--- config.mk ---
export PLATFORM = sky130hd
export DESIGN_NAME = versatile_interface_adapter
export DESIGN_NICKNAME = d
export VERILOG_FILES = /design/src/rtl/core/vif_pkg.sv /design/src/rtl/core/vif_ram.sv /design/src/rtl/core/vif_rem.sv /design/src/rtl/core/versatile_interface_adapter.sv
export SDC_FILE = /design/constraint.sdc
export NUM_CORES = 1
export LEC_CHECK = 0
export ABC_AREA = 0
export BUFFER_PORTS_ARGS = -buffer_cell sky130_fd_sc_hd__buf_2
export CORE_ASPECT_RATIO = 1.75
export CORE_MARGIN = 4
export CORE_UTILIZATION = 50
export DETAILED_ROUTE_END_ITERATION = 16
export GPL_TIMING_DRIVEN = 0
export PLACE_DENSITY_LB_ADDON = 0.15
export SYNTH_ARGS = -nofsm -noshare
export SYNTH_HDL_FRONTEND = slang
export SYNTH_SLANG_ARGS = --single-unit
--- constraint.sdc ---
create_clock -name clk -period 10.2 [get_ports clk]
set_input_delay 2.55 -clock clk [delete_from_list [all_inputs] [get_ports clk]]
set_output_delay 2.55 -clock clk [all_outputs]
set_load 0.01 [all_outputs]
--- src/rtl/core/vif_pkg.sv ---
package vif_pkg;

  localparam int KEY_FIFO_DEPTH_DEF = 16;
  localparam int TIMER_W = 16;
  localparam int S_TDATA_W = 48;
  localparam int M_TDATA_W = 32;

  typedef enum logic [1:0] {
    OP_READ  = 2'd0,
    OP_WRITE = 2'd1,
    OP_TICK  = 2'd2,
    OP_PUSH  = 2'd3
  } op_t;

  localparam logic [3:0] REG_ORB  = 4'd0;
  localparam logic [3:0] REG_ORA  = 4'd1;
  localparam logic [3:0] REG_DDRB = 4'd2;
  localparam logic [3:0] REG_DDRA = 4'd3;
  localparam logic [3:0] REG_T1CL = 4'd4;
  localparam logic [3:0] REG_T1CH = 4'd5;
  localparam logic [3:0] REG_T1LL = 4'd6;
  localparam logic [3:0] REG_T1LH = 4'd7;
  localparam logic [3:0] REG_T2CL = 4'd8;
  localparam logic [3:0] REG_T2CH = 4'd9;
  localparam logic [3:0] REG_SR   = 4'd10;
  localparam logic [3:0] REG_ACR  = 4'd11;
  localparam logic [3:0] REG_PCR  = 4'd12;
  localparam logic [3:0] REG_IFR  = 4'd13;
  localparam logic [3:0] REG_IER  = 4'd14;
  localparam logic [3:0] REG_ORA2 = 4'd15;

  // interrupt flag bit positions
  localparam int FLB_CA2 = 0;
  localparam int FLB_CA1 = 1;
  localparam int FLB_CB2 = 3;
  localparam int FLB_CB1 = 4;
  localparam int FLB_T2  = 5;
  localparam int FLB_T1  = 6;

  // auxiliary control bit positions
  localparam int ACR_T2_HOLD = 5;
  localparam int ACR_T1_FREE = 6;

  typedef struct packed {
    logic start;
    logic clear;
  } rem_ctl_t;

  typedef struct packed {
    logic busy;
    logic done;
  } rem_sts_t;

endpackage

--- src/rtl/core/vif_ram.sv ---
module vif_ram #(
  parameter int WIDTH = 8,
  parameter int DEPTH = 16,
  localparam int AW = (DEPTH > 1) ? $clog2(DEPTH) : 1
) (
  input  logic             clk,
  input  logic             we,
  input  logic [AW-1:0]    waddr,
  input  logic [WIDTH-1:0] wdata,
  input  logic [AW-1:0]    raddr,
  output logic [WIDTH-1:0] rdata
);

  logic [WIDTH-1:0] mem [DEPTH];

  always_ff @(posedge clk) begin
    if (we) begin
      mem[waddr] <= wdata;
    end
    rdata <= mem[raddr];
  end

endmodule

--- src/rtl/core/vif_rem.sv ---
module vif_rem #(
  parameter int WIDTH = vif_pkg::TIMER_W
) (
  input  logic                clk,
  input  logic                rst,
  input  vif_pkg::rem_ctl_t   ctl,
  input  logic [WIDTH-1:0]    dividend,
  input  logic [WIDTH-1:0]    divisor,
  output vif_pkg::rem_sts_t   sts,
  output logic [WIDTH-1:0]    remainder
);

  localparam int CW = (WIDTH > 1) ? $clog2(WIDTH) : 1;

  typedef enum logic [1:0] {
    ST_IDLE,
    ST_RUN,
    ST_DONE
  } state_t;

  state_t           state;
  logic [CW-1:0]    cnt;
  logic [WIDTH-1:0] dvd;
  logic [WIDTH-1:0] dvs;
  logic [WIDTH:0]   rem_sh;
  logic [WIDTH:0]   rem_diff;
  logic             rem_ge;

  // one restoring step: bring down the next dividend bit
  assign rem_sh   = {remainder, dvd[WIDTH-1]};
  assign rem_diff = rem_sh - {1'b0, dvs};
  assign rem_ge   = !rem_diff[WIDTH];

  assign sts.busy = (state == ST_RUN);
  assign sts.done = (state == ST_DONE);

  always_ff @(posedge clk) begin
    if (rst) begin
      state <= ST_IDLE;
      cnt   <= '0;
    end else begin
      unique case (state)
        ST_IDLE: begin
          if (ctl.start) begin
            dvd       <= dividend;
            dvs       <= divisor;
            remainder <= '0;
            cnt       <= '0;
            state     <= ST_RUN;
          end
        end
        ST_RUN: begin
          remainder <= rem_ge ? rem_diff[WIDTH-1:0] : rem_sh[WIDTH-1:0];
          dvd       <= {dvd[WIDTH-2:0], 1'b0};
          cnt       <= cnt + 1'b1;
          if (cnt == CW'(WIDTH - 1)) begin
            state <= ST_DONE;
          end
        end
        ST_DONE: begin
          if (ctl.clear) begin
            state <= ST_IDLE;
          end
        end
        default: state <= ST_IDLE;
      endcase
    end
  end

endmodule

--- src/rtl/core/versatile_interface_adapter.sv ---
// Interface adapter with two ports, two timers, set/clear interrupt flags and
// a key FIFO behind port A. Requests enter on the s_ group: s_tuser carries the
// kind (read, write, tick, key push), s_tdata the register offset, data byte,
// tick length and the pin levels of both ports. Every request gives exactly one
// response on the m_ group with the read byte, the key acceptance bit, the
// interrupt line and both port drive bytes as they stand after the request.
// An accepted request passes from an input register through the register update
// logic, which loads the response register. Throughput is one request per cycle
// while the receiver takes responses and no remainder is pending. A tick that
// expires timer 1 in free-running mode with an overshoot at least as large as a
// nonzero reload needs the remainder of overshoot by reload; the bit-serial
// remainder unit holds that request until done, one quotient bit per cycle.
// Reset clears the control registers, the interrupt state and the FIFO pointers; the
// FIFO storage needs no clearing pass since the fill count guards every read.
// While the receiver stalls, the pending response holds and one more request
// waits in the input register; further requests are refused until it moves.
module versatile_interface_adapter #(
  parameter int KEY_FIFO_DEPTH = vif_pkg::KEY_FIFO_DEPTH_DEF
) (
  input  logic        clk,
  input  logic        rst,
  input  logic        s_tvalid,
  output logic        s_tready,
  // [3:0] reg_addr, [11:4] write_data, [27:12] tick_cycles,
  // [35:28] pins_a, [43:36] pins_b, [47:44] zero
  input  logic [47:0] s_tdata,
  // [1:0] op
  input  logic [1:0]  s_tuser,
  output logic        m_tvalid,
  input  logic        m_tready,
  // [7:0] read_data, [8] key_accepted, [9] irq, [17:10] port_a_drive,
  // [25:18] port_b_drive, [31:26] zero
  output logic [31:0] m_tdata
);

  localparam int TW = vif_pkg::TIMER_W;
  localparam int AW = (KEY_FIFO_DEPTH > 1) ? $clog2(KEY_FIFO_DEPTH) : 1;
  localparam int FW = $clog2(KEY_FIFO_DEPTH + 1);

  // input register
  logic          s1_valid;
  vif_pkg::op_t  s1_op;
  logic [3:0]    s1_addr;
  logic [7:0]    s1_wdata;
  logic [TW-1:0] s1_cyc;
  logic [7:0]    s1_pa;
  logic [7:0]    s1_pb;

  // architectural state
  logic [7:0]    ora, orb, ddra, ddrb;
  logic [TW-1:0] t1_cnt, t1_rld, t2_cnt;
  logic          t1_act, t2_act;
  logic [7:0]    t2_lat, sr, acr, pcr;
  logic [6:0]    flags, ien;
  logic [AW-1:0] head, tail;
  logic [FW-1:0] fill;

  logic [7:0]    ora_next, orb_next, ddra_next, ddrb_next;
  logic [TW-1:0] t1_cnt_next, t1_rld_next, t2_cnt_next;
  logic          t1_act_next, t2_act_next;
  logic [7:0]    t2_lat_next, sr_next, acr_next, pcr_next;
  logic [6:0]    flags_next, ien_next;
  logic [AW-1:0] head_next, tail_next;
  logic [FW-1:0] fill_next;

  logic [7:0]    rd_byte;
  logic          acc;
  logic          pop;
  logic          push;
  logic          irq_next;

  logic          out_free;
  logic          s1_fire;
  logic          any_pend;

  // key FIFO read path
  logic [AW-1:0] head_inc, tail_inc;
  logic [AW-1:0] rd_addr;
  logic [7:0]    ram_q;
  logic          byp_valid;
  logic [7:0]    byp_data;
  logic [7:0]    key_data;

  // timer 1 expiry
  logic          t1_hit;
  logic [TW-1:0] t1_over;
  logic          t1_short;
  logic          need_div;
  logic [TW-1:0] t1_free_cnt;
  logic          t2_hit;

  vif_pkg::rem_ctl_t rem_ctl;
  vif_pkg::rem_sts_t rem_sts;
  logic [TW-1:0]     rem_val;

  assign out_free = !m_tvalid || m_tready;
  assign s1_fire  = s1_valid && out_free && (!need_div || rem_sts.done);
  assign s_tready = !s1_valid || s1_fire;
  assign any_pend = |(flags & ien);

  assign head_inc = (head == AW'(KEY_FIFO_DEPTH - 1)) ? '0 : head + 1'b1;
  assign tail_inc = (tail == AW'(KEY_FIFO_DEPTH - 1)) ? '0 : tail + 1'b1;
  // prefetch the entry at the head as it stands after this request
  assign rd_addr  = (s1_fire && pop) ? head_inc : head;
  assign key_data = byp_valid ? byp_data : ram_q;

  assign t1_hit   = t1_act && (t1_cnt <= s1_cyc);
  assign t1_over  = s1_cyc - t1_cnt;
  assign t1_short = t1_over < t1_rld;
  assign need_div = (s1_op == vif_pkg::OP_TICK) && t1_hit && acr[vif_pkg::ACR_T1_FREE]
                    && !t1_short && (t1_rld != '0);
  assign t2_hit   = t2_cnt <= s1_cyc;

  always_comb begin
    if (t1_short) begin
      t1_free_cnt = t1_rld - t1_over;
    end else if (t1_rld == '0) begin
      t1_free_cnt = '0;
    end else begin
      t1_free_cnt = t1_rld - rem_val;
    end
  end

  assign rem_ctl.start = s1_valid && need_div && !rem_sts.busy && !rem_sts.done;
  assign rem_ctl.clear = s1_fire;

  vif_rem #(
    .WIDTH(TW)
  ) u_rem (
    .clk      (clk),
    .rst      (rst),
    .ctl      (rem_ctl),
    .dividend (t1_over),
    .divisor  (t1_rld),
    .sts      (rem_sts),
    .remainder(rem_val)
  );

  vif_ram #(
    .WIDTH(8),
    .DEPTH(KEY_FIFO_DEPTH)
  ) u_key_ram (
    .clk  (clk),
    .we   (s1_fire && push),
    .waddr(tail),
    .wdata(s1_wdata),
    .raddr(rd_addr),
    .rdata(ram_q)
  );

  always_comb begin
    ora_next    = ora;
    orb_next    = orb;
    ddra_next   = ddra;
    ddrb_next   = ddrb;
    t1_cnt_next = t1_cnt;
    t1_rld_next = t1_rld;
    t1_act_next = t1_act;
    t2_cnt_next = t2_cnt;
    t2_lat_next = t2_lat;
    t2_act_next = t2_act;
    sr_next     = sr;
    acr_next    = acr;
    pcr_next    = pcr;
    flags_next  = flags;
    ien_next    = ien;
    head_next   = head;
    tail_next   = tail;
    fill_next   = fill;
    rd_byte     = '0;
    acc         = 1'b0;
    pop         = 1'b0;
    push        = 1'b0;

    unique case (s1_op)
      vif_pkg::OP_READ: begin
        unique case (s1_addr) inside
          vif_pkg::REG_ORB: begin
            flags_next[vif_pkg::FLB_CB1] = 1'b0;
            flags_next[vif_pkg::FLB_CB2] = 1'b0;
            rd_byte = (orb & ddrb) | (s1_pb & ~ddrb);
          end
          vif_pkg::REG_ORA, vif_pkg::REG_ORA2: begin
            flags_next[vif_pkg::FLB_CA1] = 1'b0;
            flags_next[vif_pkg::FLB_CA2] = 1'b0;
            if (ddra == '0 && fill != '0) begin
              pop       = 1'b1;
              rd_byte   = key_data;
              head_next = head_inc;
              fill_next = fill - 1'b1;
              // keys left behind raise CA1 again
              flags_next[vif_pkg::FLB_CA1] = (fill != FW'(1));
            end else begin
              rd_byte = (ora & ddra) | (s1_pa & ~ddra);
            end
          end
          vif_pkg::REG_DDRB: rd_byte = ddrb;
          vif_pkg::REG_DDRA: rd_byte = ddra;
          vif_pkg::REG_T1CL: begin
            flags_next[vif_pkg::FLB_T1] = 1'b0;
            rd_byte = t1_cnt[7:0];
          end
          vif_pkg::REG_T1CH: rd_byte = t1_cnt[15:8];
          vif_pkg::REG_T1LL: rd_byte = t1_rld[7:0];
          vif_pkg::REG_T1LH: rd_byte = t1_rld[15:8];
          vif_pkg::REG_T2CL: begin
            flags_next[vif_pkg::FLB_T2] = 1'b0;
            rd_byte = t2_cnt[7:0];
          end
          vif_pkg::REG_T2CH: rd_byte = t2_cnt[15:8];
          vif_pkg::REG_SR:   rd_byte = sr;
          vif_pkg::REG_ACR:  rd_byte = acr;
          vif_pkg::REG_PCR:  rd_byte = pcr;
          vif_pkg::REG_IFR:  rd_byte = {any_pend, flags};
          default:           rd_byte = {1'b1, ien};
        endcase
      end
      vif_pkg::OP_WRITE: begin
        unique case (s1_addr) inside
          vif_pkg::REG_ORB: begin
            orb_next = s1_wdata;
            flags_next[vif_pkg::FLB_CB1] = 1'b0;
            flags_next[vif_pkg::FLB_CB2] = 1'b0;
          end
          vif_pkg::REG_ORA, vif_pkg::REG_ORA2: begin
            ora_next = s1_wdata;
            flags_next[vif_pkg::FLB_CA1] = 1'b0;
            flags_next[vif_pkg::FLB_CA2] = 1'b0;
          end
          vif_pkg::REG_DDRB: ddrb_next = s1_wdata;
          vif_pkg::REG_DDRA: ddra_next = s1_wdata;
          vif_pkg::REG_T1CL, vif_pkg::REG_T1LL: t1_rld_next = {t1_rld[15:8], s1_wdata};
          vif_pkg::REG_T1LH: t1_rld_next = {s1_wdata, t1_rld[7:0]};
          vif_pkg::REG_T1CH: begin
            // load the high latch and start counting from the full latch
            t1_rld_next = {s1_wdata, t1_rld[7:0]};
            t1_cnt_next = {s1_wdata, t1_rld[7:0]};
            t1_act_next = 1'b1;
            flags_next[vif_pkg::FLB_T1] = 1'b0;
          end
          vif_pkg::REG_T2CL: t2_lat_next = s1_wdata;
          vif_pkg::REG_T2CH: begin
            t2_cnt_next = {s1_wdata, t2_lat};
            t2_act_next = 1'b1;
            flags_next[vif_pkg::FLB_T2] = 1'b0;
          end
          vif_pkg::REG_SR:  sr_next  = s1_wdata;
          vif_pkg::REG_ACR: acr_next = s1_wdata;
          vif_pkg::REG_PCR: pcr_next = s1_wdata;
          vif_pkg::REG_IFR: flags_next = flags & ~s1_wdata[6:0];
          default: begin
            if (s1_wdata[7]) begin
              ien_next = ien | s1_wdata[6:0];
            end else begin
              ien_next = ien & ~s1_wdata[6:0];
            end
          end
        endcase
      end
      vif_pkg::OP_TICK: begin
        if (t1_act) begin
          if (t1_hit) begin
            flags_next[vif_pkg::FLB_T1] = 1'b1;
            if (acr[vif_pkg::ACR_T1_FREE]) begin
              t1_cnt_next = t1_free_cnt;
            end else begin
              t1_cnt_next = '0;
              t1_act_next = 1'b0;
            end
          end else begin
            t1_cnt_next = t1_cnt - s1_cyc;
          end
        end
        if (t2_act && !acr[vif_pkg::ACR_T2_HOLD]) begin
          if (t2_hit) begin
            flags_next[vif_pkg::FLB_T2] = 1'b1;
            t2_cnt_next = '0;
            t2_act_next = 1'b0;
          end else begin
            t2_cnt_next = t2_cnt - s1_cyc;
          end
        end
      end
      vif_pkg::OP_PUSH: begin
        if (fill != FW'(KEY_FIFO_DEPTH)) begin
          push      = 1'b1;
          acc       = 1'b1;
          tail_next = tail_inc;
          fill_next = fill + 1'b1;
          flags_next[vif_pkg::FLB_CA1] = 1'b1;
        end
      end
      default: ;
    endcase
  end

  assign irq_next = |(flags_next & ien_next);

  always_ff @(posedge clk) begin
    if (rst) begin
      s1_valid  <= 1'b0;
      m_tvalid  <= 1'b0;
      byp_valid <= 1'b0;
      ora       <= '0;
      orb       <= '0;
      ddra      <= '0;
      ddrb      <= '0;
      t1_cnt    <= '0;
      t1_rld    <= '0;
      t1_act    <= 1'b0;
      t2_cnt    <= '0;
      t2_lat    <= '0;
      t2_act    <= 1'b0;
      sr        <= '0;
      acr       <= '0;
      pcr       <= '0;
      flags     <= '0;
      ien       <= '0;
      head      <= '0;
      tail      <= '0;
      fill      <= '0;
    end else begin
      if (s_tready) begin
        s1_valid <= s_tvalid;
      end
      if (s1_fire) begin
        m_tvalid <= 1'b1;
      end else if (m_tready) begin
        m_tvalid <= 1'b0;
      end
      // a push into the entry being prefetched bypasses the RAM read
      byp_valid <= s1_fire && push && (tail == rd_addr);
      if (s1_fire) begin
        ora    <= ora_next;
        orb    <= orb_next;
        ddra   <= ddra_next;
        ddrb   <= ddrb_next;
        t1_cnt <= t1_cnt_next;
        t1_rld <= t1_rld_next;
        t1_act <= t1_act_next;
        t2_cnt <= t2_cnt_next;
        t2_lat <= t2_lat_next;
        t2_act <= t2_act_next;
        sr     <= sr_next;
        acr    <= acr_next;
        pcr    <= pcr_next;
        flags  <= flags_next;
        ien    <= ien_next;
        head   <= head_next;
        tail   <= tail_next;
        fill   <= fill_next;
      end
    end
  end

  always_ff @(posedge clk) begin
    if (s_tvalid && s_tready) begin
      s1_op    <= vif_pkg::op_t'(s_tuser);
      s1_addr  <= s_tdata[3:0];
      s1_wdata <= s_tdata[11:4];
      s1_cyc   <= s_tdata[27:12];
      s1_pa    <= s_tdata[35:28];
      s1_pb    <= s_tdata[43:36];
    end
    byp_data <= s1_wdata;
    if (s1_fire) begin
      m_tdata <= {6'b0, orb_next & ddrb_next, ora_next & ddra_next, irq_next, acc, rd_byte};
    end
  end

`ifndef SYNTHESIS
  a_fill_bound: assert property (@(posedge clk) disable iff (rst)
    fill <= FW'(KEY_FIFO_DEPTH))
    else $error("key FIFO fill count beyond depth");

  a_empty_aligned: assert property (@(posedge clk) disable iff (rst)
    fill == '0 |-> head == tail)
    else $error("key FIFO empty with head and tail apart");

  a_full_aligned: assert property (@(posedge clk) disable iff (rst)
    fill == FW'(KEY_FIFO_DEPTH) |-> head == tail)
    else $error("key FIFO full with head and tail apart");

  a_no_overwrite: assert property (@(posedge clk) disable iff (rst)
    s1_fire |-> !m_tvalid || m_tready)
    else $error("response register overwritten while stalled");

  a_wait_rem: assert property (@(posedge clk) disable iff (rst)
    rem_sts.busy |-> !s1_fire && $stable(t1_cnt) && $stable(t1_rld))
    else $error("request completed while remainder unit still running");
`endif

endmodule
# --- Yosys cells after proc, flatten, opt, wreduce, memory -nomap -nowiden ---
# Memory sizes are Yosys's and may differ from the RTL's. A register that Yosys moved wholly into a read port is not among the register bits.
# Cells that the tools add are included.
word_totals:
  regBits: 278
  memories: 1
  ram_bits: 128
  inputBits: 54
  word_cells: 248
classes:
  add_sub_neg: 11
  n_reduce_logical: 60
  muxes: 82
  eq_ne: 36
  order_cmp: 3
  bitwise: 19
mem_list:
  columns: ["name", "depth", "width", "rd", "rd_clocked_by_memory_dff", "wr", "line_no", "rtl"]
  rows:
  - ["u_key_ram.mem", 16, 8, 1, 1, 1, "vif_ram.sv:14", "logic [WIDTH-1:0] mem [DEPTH];"]
op_table:
  columns: ["operator", "n"]
  rows:
  - ["2-to-1 mux 16 bit", 12]
  - ["case mux 16 bit (2 select lines)", 5]
  - ["case mux 8 bit (14 select lines)", 1]
  - ["2-to-1 mux 8 bit", 10]
  - ["subtractor 16 bit", 5]
  - ["AND 8 bit", 6]
  - ["equality test 4 bit (second input constant)", 10]
  - ["<= comparator 16 bit", 2]
  - ["AND 7 bit", 4]
  - ["AND reduction 3 bit", 9]
  - ["2-to-1 mux 1 bit", 26]
  - ["2-to-1 mux 7 bit", 3]
  - ["AND reduction 4 bit", 5]
  - ["subtractor 17 x 16 -> 17 bit", 1]
  - ["equality test 4 x 3 -> 1 bit (second input constant)", 4]
  - ["logical AND 1 bit", 16]
  - ["zero test 16 bit", 1]
  - ["less-than comparator 16 bit", 1]
  - ["2-to-1 mux 4 bit", 4]
  - ["!= test 2 bit (second input constant)", 8]
  - ["inverter 8 bit", 2]
  - ["OR 8 bit", 2]
  - ["nonzero test 16 bit", 1]
  - ["2-to-1 mux 5 bit", 3]
  - ["33 further kinds", 70]

# --- Logic depth before layout (Yosys ltp) ---
# Gate-level depths: netlist of run 1.
depth:
  depth_word: 13
  mapped_depth: 30
  ltp_nobuf: 27

# --- Hierarchy ---
# Synthesis of run 1 repeated with hierarchy kept, for this count alone.
hier_totals:
  hier_cells: 2266
  hier_area_um2: 23029.6
by_module_without_submodules:
  columns: ["mod", "seq_area_each_um2", "area_per_inst_um2", "instances", "cells_per_inst"]
  rows:
  - ["versatile_interface_adapter", 5205.0, 14601.5, 1, 1711]
  - ["vif_ram", 4003.8, 5147.4, 1, 229]
  - ["vif_rem", 1561.5, 3280.6, 1, 326]

# --- Worst setup path after synthesis of run 1 ---
# OpenSTA, ideal clock, no wires.
synth_path:
  path_type: "flip-flop to output port"
  startpoint: "register s1_cyc[0]"
  endpoint: "output port s_tready"
  n_path_buf: 2
  arrival_time_ns: 4.817
  path_slack_ns: 2.833
  required_time_ns: 7.650
  path_stages_with_launch: 25
  path_cell_list: "edfxtp_1 inv_1 ha_1 inv_1 fa_1 a21o_1 a21oi_1 o21bai_1 a21oi_1 o21bai_1 a21oi_1 o21ai_0 a2111o_1 a31oi_1 xor2_1 ha_1 nand4_1 nor4_1 nand2_1 mux2_4 a2bb2oi_4 and2_1 buf_4 clkbuf_1 nand2_1"
synth_via:
  elab_chain_cells: 10
  elab_cells_between_ends: 13
  cone_classes: "add/sub: 1; order compare: 2; reduce/logical: 10"
synth_rtl:
  columns: ["element", "line_no", "rtl"]
  rows:
  - ["from (decl)", "versatile_interface_adapter.sv:45", "logic [TW-1:0] s1_cyc;"]
  - ["from (signal assigned)", "versatile_interface_adapter.sv:361", "s1_cyc <= s_tdata[27:12];"]
  - ["parallel branches: the longest is 4 deep, another holds subtractor 16 bit", null, null]
  - ["logical AND 1 bit (*) (2 in a row)", "versatile_interface_adapter.sv:111", "&& !t1_short && (t1_rld != '0);"]
  - ["zero test 1 bit (*)", "versatile_interface_adapter.sv:97", "assign s1_fire = s1_valid && out_free && (!need_div || rem_sts.done);"]
  - ["logical OR 1 bit (*)", "versatile_interface_adapter.sv:97", null]
  - ["logical AND 1 bit (*)", "versatile_interface_adapter.sv:97", null]
  - ["logical OR 1 bit (*)", "versatile_interface_adapter.sv:98", "assign s_tready = !s1_valid || s1_fire;"]
  - ["to (decl)", "versatile_interface_adapter.sv:23", "output logic s_tready,"]
# Mark *: on every way between the ends.

# --- Worst setup path after layout of run 1 ---
# Ends and elaborated chain as after synthesis.

==> results of run 1 <==
## power groups by stage
| stage | Clock (mW) | Sequential, mW | Combinational [mW] |
|---|---|---|---|
| 2_1_floorplan | 0 | 1.86 | 0.235 |
| 3_3_place_gp | 0 | 1.88 | 0.359 |
| 3_5_place_dp | 0 | 1.88 | 0.373 |
| 4_1_cts | 1.59 | 1.85 | 0.375 |
| 5_1_grt | 1.65 | 1.85 | 0.410 |
| 6_report | 1.57 | 1.85 | 0.381 |
## metrics by stage
stage	power [mW]	instance area, um^2	hold WS, ps
floorplan	2.10	22600	434
CTS	3.81	25200	473
global route	3.91	25200	477
detailed placement	2.26	23900	456
finish	3.79	25200	477
global placement	2.24	23700	457
## cell type report
| type | count | area (um^2) |
|---|---|---|
| Timing Repair Buffer | 87 | 528 |
| Clock inverter | 23 | 230 |
| Clock buffer | 52 | 1140 |
| Multi-Input combinational cell | 1604 | 10800 |
| Buffer | 126 | 573 |
| Fill cell | 3985 | 19200 |
| Inverter | 131 | 492 |
| Sequential cell | 414 | 10800 |
| Tap cell | 572 | 716 |
## worst max-delay path: stages, from the launching register on
cell and delay [ps]:
edfxtp_1 500, inv_1 100, ha_1 170, inv_1 60
fa_1 400, a21o_1 180, a21oi_1 210, o21bai_1 100
a21oi_1 220, o21bai_1 90, a21oi_1 300, o21ai_0 200
a2111o_1 400, a31oi_1 220, xor2_1 570, ha_1 340
nand4_1 190, nor4_1 400, nand2_1 100, mux2_4 330
a2bb2oi_4 270, and2_1 170, buf_4 190, clkbuf_1 600
nand2_1 170, buf_2 180
## cells by family after synthesis
kind of cell               synth area share [%]
xor gates and xnor gates                   3.10
adders and majority gates                  6.51
other                                    0.0166
DFF                                        47.8
AOI/OAI and AO/OA                          16.5
muxes                                      6.46
buffers and inverters                      4.72
and+or+nand+nor                            14.9
## routing by layer
layer / vias to the layer above / part of all wire (%) / track usage [%] / wire length (um)
met4: 0 / 12 / 27.8 / 8960
met5: - / 0 / 0 / 0
met2: 848 / 51 / 56.0 / 38900
met3: 355 / 5.3 / 3.93 / 4080
li1: 8592 / - / - / -
met1: 8834 / 32 / 30.7 / 24900
## cells in the mapped netlist (20+ instances only)
cell,n
a211oi_1,21
a21o_1,21
a21oi_1,179
a22oi_1,20
buf_2,22
clkbuf_1,82
dfxtp_1,166
edfxtp_1,248
ha_1,106
inv_1,130
mux2_2,44
mux2i_1,91
nand2_1,150
nand2b_1,27
nand3_1,72
nand4_1,29
nor2_1,265
nor2b_1,26
nor3_1,39
o211ai_1,22
o21ai_0,90
o221ai_1,21
o22ai_1,21
xnor2_1,55
xor2_1,23
## placed cells by master (no fill, tap or decap), types with 22 or more instances in the layout
master	netlist	layout
a21oi_1	179	178
buf_2	22	98
clkbuf_1	82	86
clkbuf_16	0	43
dfxtp_1	166	166
edfxtp_1	248	248
ha_1	106	106
inv_1	130	131
mux2_2	44	44
mux2i_1	91	91
nand2_1	150	150
nand2b_1	27	27
nand3_1	72	72
nand4_1	29	29
nor2_1	265	264
nor2b_1	26	26
nor3_1	39	39
o211ai_1	22	22
o21ai_0	90	90
xnor2_1	55	55
xor2_1	23	23
## worst paths after layout
| kind | start | to | slack, ps |
|---|---|---|---|
| worst max-delay path | s1_cyc[0] | s_tready | 440 |
| worst min register to register | t1_rld[9] | u_rem.dvs[9] | 480 |
| worst min-delay path | t1_rld[9] | u_rem.dvs[9] | 480 |
| worst max register to register | s1_cyc[0] | u_key_ram.rdata[4] | 2480 |
==> reports/summary.txt, run 1 <==
Share of post-route cells with drive strength above 1 = 11.3%
Vias = 18600
I/O pin cnt = 88
Violated checks = capacitance limit
Arr. time, crit path = 7210 ps
DR iter-0 viols = 1751
Status = finished with violations
Hold path depth = 0
Largest net degree at the start of global routing = 29
Post-Synthesis Cells = 2270
CP endpoint kind = primary output
Core Footprint = 44400 um^2
Drt wl/cell = 25.6 um
Cts hold-fix bufs = 0
Die area = 48700 um^2
H-tree depth = 2
Die height = 289 um
Setup total negative slack = 0 ps
CTS tree = yes
First-pass GRT wire length = 114000 um
FP Rows = 102
Clock Power Share = 41.3%
Post-synth top area share = 33.0%
Worst-Margin Slew = 1470 ps
Number of max-cap violations = 1
Prevailing post-synth register cell = edfxtp_1
Final WL = 76900 um
Port Buf Inserts = 76
# diodes = 0
Synth Cell Area = 22500 um^2
Clock Latency Late Sink = 560 ps
Count of final setup violators = 0
TritonCTS buffer count = 41
Flop pwr share = 48.7%
VDD IR max = 170 uV
Number of flip-flops in the largest register = 128
Largest cells by area after synthesis = edfxtp_1 (33%), dfxtp_1 (15%), ha_1 (5.9%)
Crit share post-route = 95.7%
Avg Synthesized Cell Area = 9.93 um^2
Leak = 9.67 nW
Worst Path Class, Setup = reg2out
Largest registers = u_key_ram.mem x128, m_tdata x26
Sw Share = 25.4%
Drt pass-1 iters = 7
Hold crit path type = reg2reg
Reg2Reg Depth = 26
Register area share after synthesis = 47.8%
WP data required = 7650 ps
Area Overhead vs Synth = 11.9%
Clock Skew = 16.3 ps
Pint = 2.83 mW
Maximum clock frequency = 102 MHz
Total clock sinks = 414
Async set-or-reset flop fraction in the synthesized netlist = 0%
HPWL after DPL = 59400 um
Min cycle time layout = 9760 ps
Cell Count, Final, Fillers Out = 3009
Fin worst setup slack = 440 ps
CTS Buffer Depth = 3
Synthesized flop and latch total = 414
Post-CTS sizing = 0
Residual DRC = 0
Max Fanout on Critical Path = 10
Yosys cell types = 102
Antenna viol nets, final = 0
GR Overflow Total = 0
Unrepaired setup endpoints after global routing = false
Post-Place Cells = 2934
Fin. max-slew vios = 0
Final hold vios = 0
Worst slew margin = 1.52%
Die width = 168 um
Vias in the first global route = 18800
RePlAce Congestion = 1.03
Syn. warnings = 0
Vias/cell = 6.19
Initial antenna violation count = 0
Startpoint Class = register
Power Density = 150 nW/um^2
Post-CTS setup buffer count = 0
NetSw = 0.964 mW
Post-synth EDFFs = 248
Clock transition at path regs = 70 ps
Initial Util = 50.7%
Largest register by flop count = u_key_ram.mem
Worst slack, placed = 1140 ps
Combinational power share = 10.1%
Share of the core filled with cells = 56.8%
Cell taking the most area after synthesis = edfxtp_1
Clock root cell = clkbuf_16
Overall Global Routing Usage = 31.0%
Nets = 2571
No activity file was read; power rests on OpenSTA's default activity.
==> run 2: changes to the inputs <==
- MAX_ROUTING_LAYER: default -> met4
- clock period: 10.2 -> 7.9 ns (I/O delays scaled with it)
==> reports/summary.txt, run 2 (synthesis gave the netlist of run 1 again) <==
Residual DRC = 0 (unchanged)
RePlAce Congestion = 1.05 (+1.7%)
Most frequent cells in the layout = nor2_1 (264), edfxtp_1 (248), a21oi_1 (175)
CP endpoint kind = primary output
Power Density = 194 nW/um^2 (+29%)
VDD IR max = 198 uV (+17%)
Antenna viol nets, final = 0 (unchanged)
Largest register by flop count = u_key_ram.mem
Number of flip-flops in the largest register = 128 (unchanged)
CTS tree = yes
Crit share post-route = 96.6%
Setup total negative slack = 0 ps (unchanged)
Vias = 18600 (-0.37%)
Routed wl met3 = 3660 um (-10%)
Number of max-cap violations = 1 (unchanged)
Critical Path Sink = s_tready
Hold crit path type = reg2reg
Initial antenna violation count = 0 (unchanged)
Cts hold-fix bufs = 0 (unchanged)
Nets = 2578 (+0.27%)
I/O pin cnt = 88 (unchanged)
Vias in the first global route = 18900 (+0.65%)
Min cycle time layout = 7640 ps
Status = finished with violations
Final WL = 77800 um (+1.1%)
Clock transition at path regs = 60 ps (about the same)
HPWL after DPL = 59800 um (+0.69%)
Worst Path Class, Setup = reg2out
Max Fanout on Critical Path = 6 (-4)
Count of final setup violators = 0 (unchanged)
Fin worst setup slack = 265 ps (-176 ps)
Pint = 3.67 mW (+30%)
Vias/cell = 6.15 (-0.63%)
H-tree depth = 2 (unchanged)
Drt wl/cell = 25.8 um (+0.87%)
Core Footprint = 44400 um^2 (unchanged)
Uppermost layer routed = met4
Port Buf Inserts = 76 (unchanged)
DP Area = 23800 um^2 (-0.15%)
Worst slew margin = -4.13% (-5.7 points)
Die width = 168 um (unchanged)
Drt pass-1 iters = 7 (unchanged)
Clock Latency Late Sink = 560 ps (about the same)
R2r setup slk = 780 ps (-1700 ps)
Met1 WL = 25600 um (+2.6%)
Worst Setup SP = t1_cnt[0]
Reg2reg end = u_key_ram.rdata[7]
Commonest non-fill, non-tap cell in the layout = nor2_1
Clock Power Share = 41.1% (-0.2 points)
NetSw = 1.24 mW (+29%)
Violated checks = capacitance limit, slew limit
Arr. time, crit path = 5660 ps (-1550 ps)
DR iter-0 viols = 1619 (-7.5%)
Post-Layout Inst Area = 25300 um^2 (+0.43%)
Area Overhead vs Synth = 12.4%
Clock root cell = clkbuf_16
Initial Util = 50.7% (unchanged)
CTS Buffer Depth = 3 (unchanged)
Final hold vios = 0 (unchanged)
Sw Share = 25.3% (-0.12 points)
Fin. max-slew vios = 10 (+10)
Reg2Reg Depth = 28 (+7.7%)
Leak = 9.69 nW (+0.23%)
Overall Global Routing Usage = 32.5% (+1.5 points)
Die area = 48700 um^2 (unchanged)
Die height = 289 um (unchanged)
FF-to-FF Start = t1_cnt[0]
Worst-Margin Slew = 1550 ps (+84.1 ps)
Largest registers = u_key_ram.mem x128, m_tdata x26
Maximum clock frequency = 131 MHz
Clock Skew = 17.1 ps (+0.859 ps)
Total clock sinks = 414 (unchanged)
Largest net degree at the start of global routing = 36 (+24%)
Met2 routed WL = 40600 um (+4.3%)
Combinational power share = 10.3% (+0.2 points)
GR Overflow Total = 0 (unchanged)
Worst slack, placed = -612 ps (-1750 ps)
First-pass GRT wire length = 115000 um (+1.7%)
TritonCTS buffer count = 40 (-2.4%)
WP data required = 5930 ps (-1720 ps)
Flop pwr share = 48.6% (about the same)
Share of post-route cells with drive strength above 1 = 11.9% (+0.54 points)
FP Rows = 102 (unchanged)
Startpoint Class = register
run 2: cell types whose count changed in the layout (fill, tap and decap cells not counted), sizes merged:
cell    previous run  this run
bufinv             4         6
diode              0         1
buf              131       140
clkbuf           134       133
clkinv            14        12
inv              136       135
run 2: worst min-delay path by stage:
stage	start	end	slack, ps	cells past startpoint
2_1_floorplan	flags[2]	flags[2]	430	2
3_3_place_gp	ora[2]	ora[2]	460	2
3_5_place_dp	ora[5]	ora[5]	470	2
4_1_cts	ora[5]	ora[5]	470	2
5_1_grt	t1_rld[9]	u_rem.dvs[9]	490	0
6_report	ora[5]	ora[5]	480	2
run 2: final cells by class:
cell class / instances / area (um^2)
fillers: 3995 / 19100
inverters: 131 / 492
clock buffers: 52 / 1080
multi-input cells: 1604 / 10900
flip-flops and latches: 414 / 10800
plain buffers: 125 / 582
clock inverters: 22 / 268
repair buffers: 96 / 576
diodes: 1 / 2.50
well taps: 572 / 716
run 2: worst max-delay path, cell delays in order, from the launching register on:
cell,delay (ps)
dfxtp_1,490
ha_1,240
inv_1,60
fa_1,400
a21o_1,190
a21oi_2,150
o21bai_1,100
a21oi_2,150
o21bai_1,90
a21oi_2,200
o21ai_2,100
a2111o_1,460
a31oi_4,210
xor2_2,80
buf_4,170
ha_4,310
nand4_1,190
nor4_2,310
nand2_1,90
mux2_4,340
a2bb2oi_4,230
and2_4,190
buf_12,120
nand2_1,70
buf_2,150
run 2: stage by stage:
| step | utilization [%] | hold slack [ps] | total power [mW] | cells |
|---|---|---|---|---|
| floorplan | - | 434 | 2.71 | 2275 |
| global placement | 53.3 | 459 | 2.90 | 2923 |
| detailed placement | 53.6 | 465 | 2.91 | 2932 |
| CTS | 56.8 | 475 | 4.92 | 3009 |
| global route | 57.0 | 490 | 5.06 | 3016 |
| finish | 57.0 | 477 | 4.91 | 3017 |
run 2: repair_timing:
action | CTS | global route
pin swaps | 3 | 6
resized for setup | 11 | 6
buffers inserted | 4 | 7
endpoints found under the setup margin | 1 | 1
run 2: layer usage:
layer	track usage, %	vias up
met1	31.4	8970
met2	57.9	679
met3	3.93	328
li1	-	8583
met5	-	-
met4	26.4	0
run 2: power by group through the flow:
stage | clock network [mW] | registers [mW] | logic, mW
after floorplan | 0 | 2.40 | 0.304
after CTS | 2.04 | 2.38 | 0.489
after global routing | 2.13 | 2.39 | 0.543
final | 2.02 | 2.39 | 0.505
after global placement | 0 | 2.43 | 0.465
after detailed placement | 0 | 2.43 | 0.478
==> run 3: changes to the inputs <==
- CORE_UTILIZATION: 50 -> 57
==> reports/summary.txt, run 3 (synthesis gave the netlist of run 1 again) <==
Largest register by flop count = u_key_ram.mem
Commonest non-fill, non-tap cell in the layout = nor2_1
Final hold vios = 0 (unchanged)
Antenna viol nets, final = 0 (unchanged)
CP most frequent cell = a21oi_2
Die area = 42900 um^2 (-12%)
Unrepaired setup endpoints after global routing = false
Worst-Margin Slew = 1400 ps (-147 ps)
CP max stage delay = 490 ps (about the same)
GR Overflow Total = 0 (unchanged)
Worst slew margin = 6.03% (+10 points)
Reg2reg end = u_key_ram.rdata[3]
Worst Path Class, Setup = reg2out
FP Rows = 96 (-5.9%)
Hold path startpoint = ora[5]
Post-Place Cells = 2849 (-2.8%)
Multi-input gate area = 10900 um^2 (about the same)
Maximum clock frequency = 131 MHz (about the same)
Worst Path Buf+Inv = 4 (unchanged)
Fin. max-slew vios = 0 (-10)
DR iter-0 viols = 1752 (+8.2%)
Die height = 271 um (-6.2%)
First-pass GRT wire length = 115000 um (-0.64%)
Port Buf Inserts = 76 (unchanged)
Fin worst setup slack = 265 ps (+0.188 ps)
CP cell instances = ha_1, inv_1, fa_2, a21o_1, a21oi_2, o21bai_1, a21oi_2, o21bai_1, a21oi_2, o21ai_2, a2111o_1, a31oi_4, xor2_2, buf_4, ha_4, nand4_1, nor4_2, nand2_1, mux2_4, a2bb2oi_4, and2_4, buf_12, nand2_1, buf_2
Hold path depth = 2 (unchanged)
Clock Skew = 30.7 ps (+13.6 ps)
Met1 usage = 34.9% (+3.5 points)
Drt wl/cell = 26.6 um (+3.4%)
Reg2Reg Depth = 27 (-3.6%)
Most frequent cells in the layout = nor2_1 (264), edfxtp_1 (248), a21oi_1 (175)
Count of final setup violators = 0 (unchanged)
Largest registers = u_key_ram.mem x128, m_tdata x26
TritonCTS buffer count = 38 (-5.0%)
Vias = 18700 (+0.93%)
Vias in the first global route = 19000 (+0.39%)
Residual DRC = 0 (unchanged)
# fillers = 3215 (-20%)
Drt pass-1 iters = 8 (+1)
Crit share post-route = 96.6% (about the same)
Initial Util = 57.6% (+6.8 points)
Die width = 158 um (-6.0%)
HPWL after DPL = 60700 um (+1.5%)
FF-to-FF Start = t1_cnt[0]
Clock Latency Late Sink = 570 ps (about the same)
R2r setup slk = 820 ps (+40 ps)
Largest net degree at the start of global routing = 36 (unchanged)
Hold crit path type = reg2reg
WP data required = 5930 ps (about the same)
H-tree depth = 2 (unchanged)
I/O pin cnt = 88 (unchanged)
Worst hold endpoint = ora[5]
Clock transition at path regs = 70 ps (about the same)
GR met2 Demand/Resource = 64.1% (+6.2 points)
Core Footprint = 39200 um^2 (-12%)
Slowest-stage cell, CP = dfxtp_1
RePlAce Congestion = 1.04 (-0.76%)
DP Area = 23700 um^2 (-0.55%)
Startpoint Class = register
Vias/cell = 6.39 (+3.9%)
Leak = 9.64 nW (-0.55%)
VDD IR max = 255 uV (+28%)
Status = finished clean
Post-Layout Inst Area = 25200 um^2 (-0.72%)
Clock root cell = clkbuf_16
CTS Buffer Depth = 3 (unchanged)
Area Overhead vs Synth = 11.6%
CP delay by family, top = compound AO/OA/AOI/OAI gates
Cell Count, Final, Fillers Out = 2930 (-2.9%)
Met3 Usage GRT = 4.53% (+0.60 points)
Share of post-route cells with drive strength above 1 = 12.0% (+0.18 points)
Arr. time, crit path = 5660 ps (about the same)
Worst slack, placed = -526 ps (+86.2 ps)
CTS tree = yes
Power Density = 190 nW/um^2 (-1.7%)
Min cycle time layout = 7640 ps (-0.188 ps)
Share of the core filled with cells = 64.2% (+7.2 points)
Cts hold-fix bufs = 0 (unchanged)
Nets = 2576 (-0.078%)
GRT Max-Usage Layer = met2
CP endpoint kind = primary output
# diodes = 0 (-1)
Overall Global Routing Usage = 37.1% (+4.6 points)
Total clock sinks = 414 (unchanged)
Number of max-cap violations = 0 (-1)
Total power draw = 4.79 mW (-2.4%)
Final WL = 78100 um (+0.40%)
Number of flip-flops in the largest register = 128 (unchanged)
Initial antenna violation count = 0 (unchanged)
Max Fanout on Critical Path = 9 (+3)
FF+latch area = 10800 um^2 (about the same)
-- run 3: cell types whose count changed in the layout (fill, tap and decap cells not counted), sizes merged --
cell      change
diode         -1
bufinv        -4
clkinvlp      +2
clkinv        +2
inv           -2
clkbuf        -2
-- run 3: routing by layer --
layer | vias up | wire, um
met5 | - | 0
met2 | 795 | 40300
met1 | 8975 | 24600
li1 | 8576 | -
met4 | 0 | 9320
met3 | 387 | 3840
-- run 3: how the worst max path moves through the flow --
stage / start / end / slack, ps / cells past startpoint
after floorplan: s1_cyc[0] / s1_addr[0] / 740 / 23
after global placement: s1_cyc[0] / s1_cyc[1] / -2000 / 24
after detailed placement: s1_cyc[0] / s_tready / -530 / 25
after CTS: s1_cyc[0] / s_tready / 60 / 25
after global routing: s1_cyc[6] / s_tready / 9 / 23
final: t1_cnt[0] / s_tready / 260 / 24
-- run 3: report_power, final --
| part | total (mW) | internal, mW | switching [mW] |
|---|---|---|---|
| logic | 0.506 | 0.168 | 0.337 |
| registers | 2.38 | 2.33 | 0.0530 |
| clock network | 1.90 | 1.03 | 0.865 |
| total | 4.79 | 3.53 | 1.26 |
-- run 3: through the flow --
stage,TNS [ps],hold WS [ps]
after floorplan,0,434
after global placement,-108300,454
after detailed placement,-526,464
after CTS,0,474
after global routing,0,506
final,0,474
-- run 3: cell type report --
class / count / share of cell area (%)
flip-flops and latches: 414 / 42.8
plain buffers: 125 / 2.31
repair buffers: 96 / 2.21
multi-input cells: 1604 / 43.2
inverters: 131 / 1.95
well taps: 490 / 2.44
clock buffers: 50 / 4.21
clock inverters: 20 / 0.890
-- run 3: repair_timing --
item,in CTS,in global routing
resized for setup,10,10
pin swaps,4,8
buffers inserted,4,8
endpoints found under the setup margin,1,1
-- run 3: worst reg2reg max path: cells and delay by family, from the launching register on --
kind / cells / cell delay (ps)
AOI/OAI and AO/OA: 12 / 2790
adders and majority gates: 3 / 900
buffers and inverters: 4 / 810
and+or+nand+nor: 4 / 740
muxes: 2 / 740
DFF: 1 / 490
xor gates and xnor gates: 2 / 480
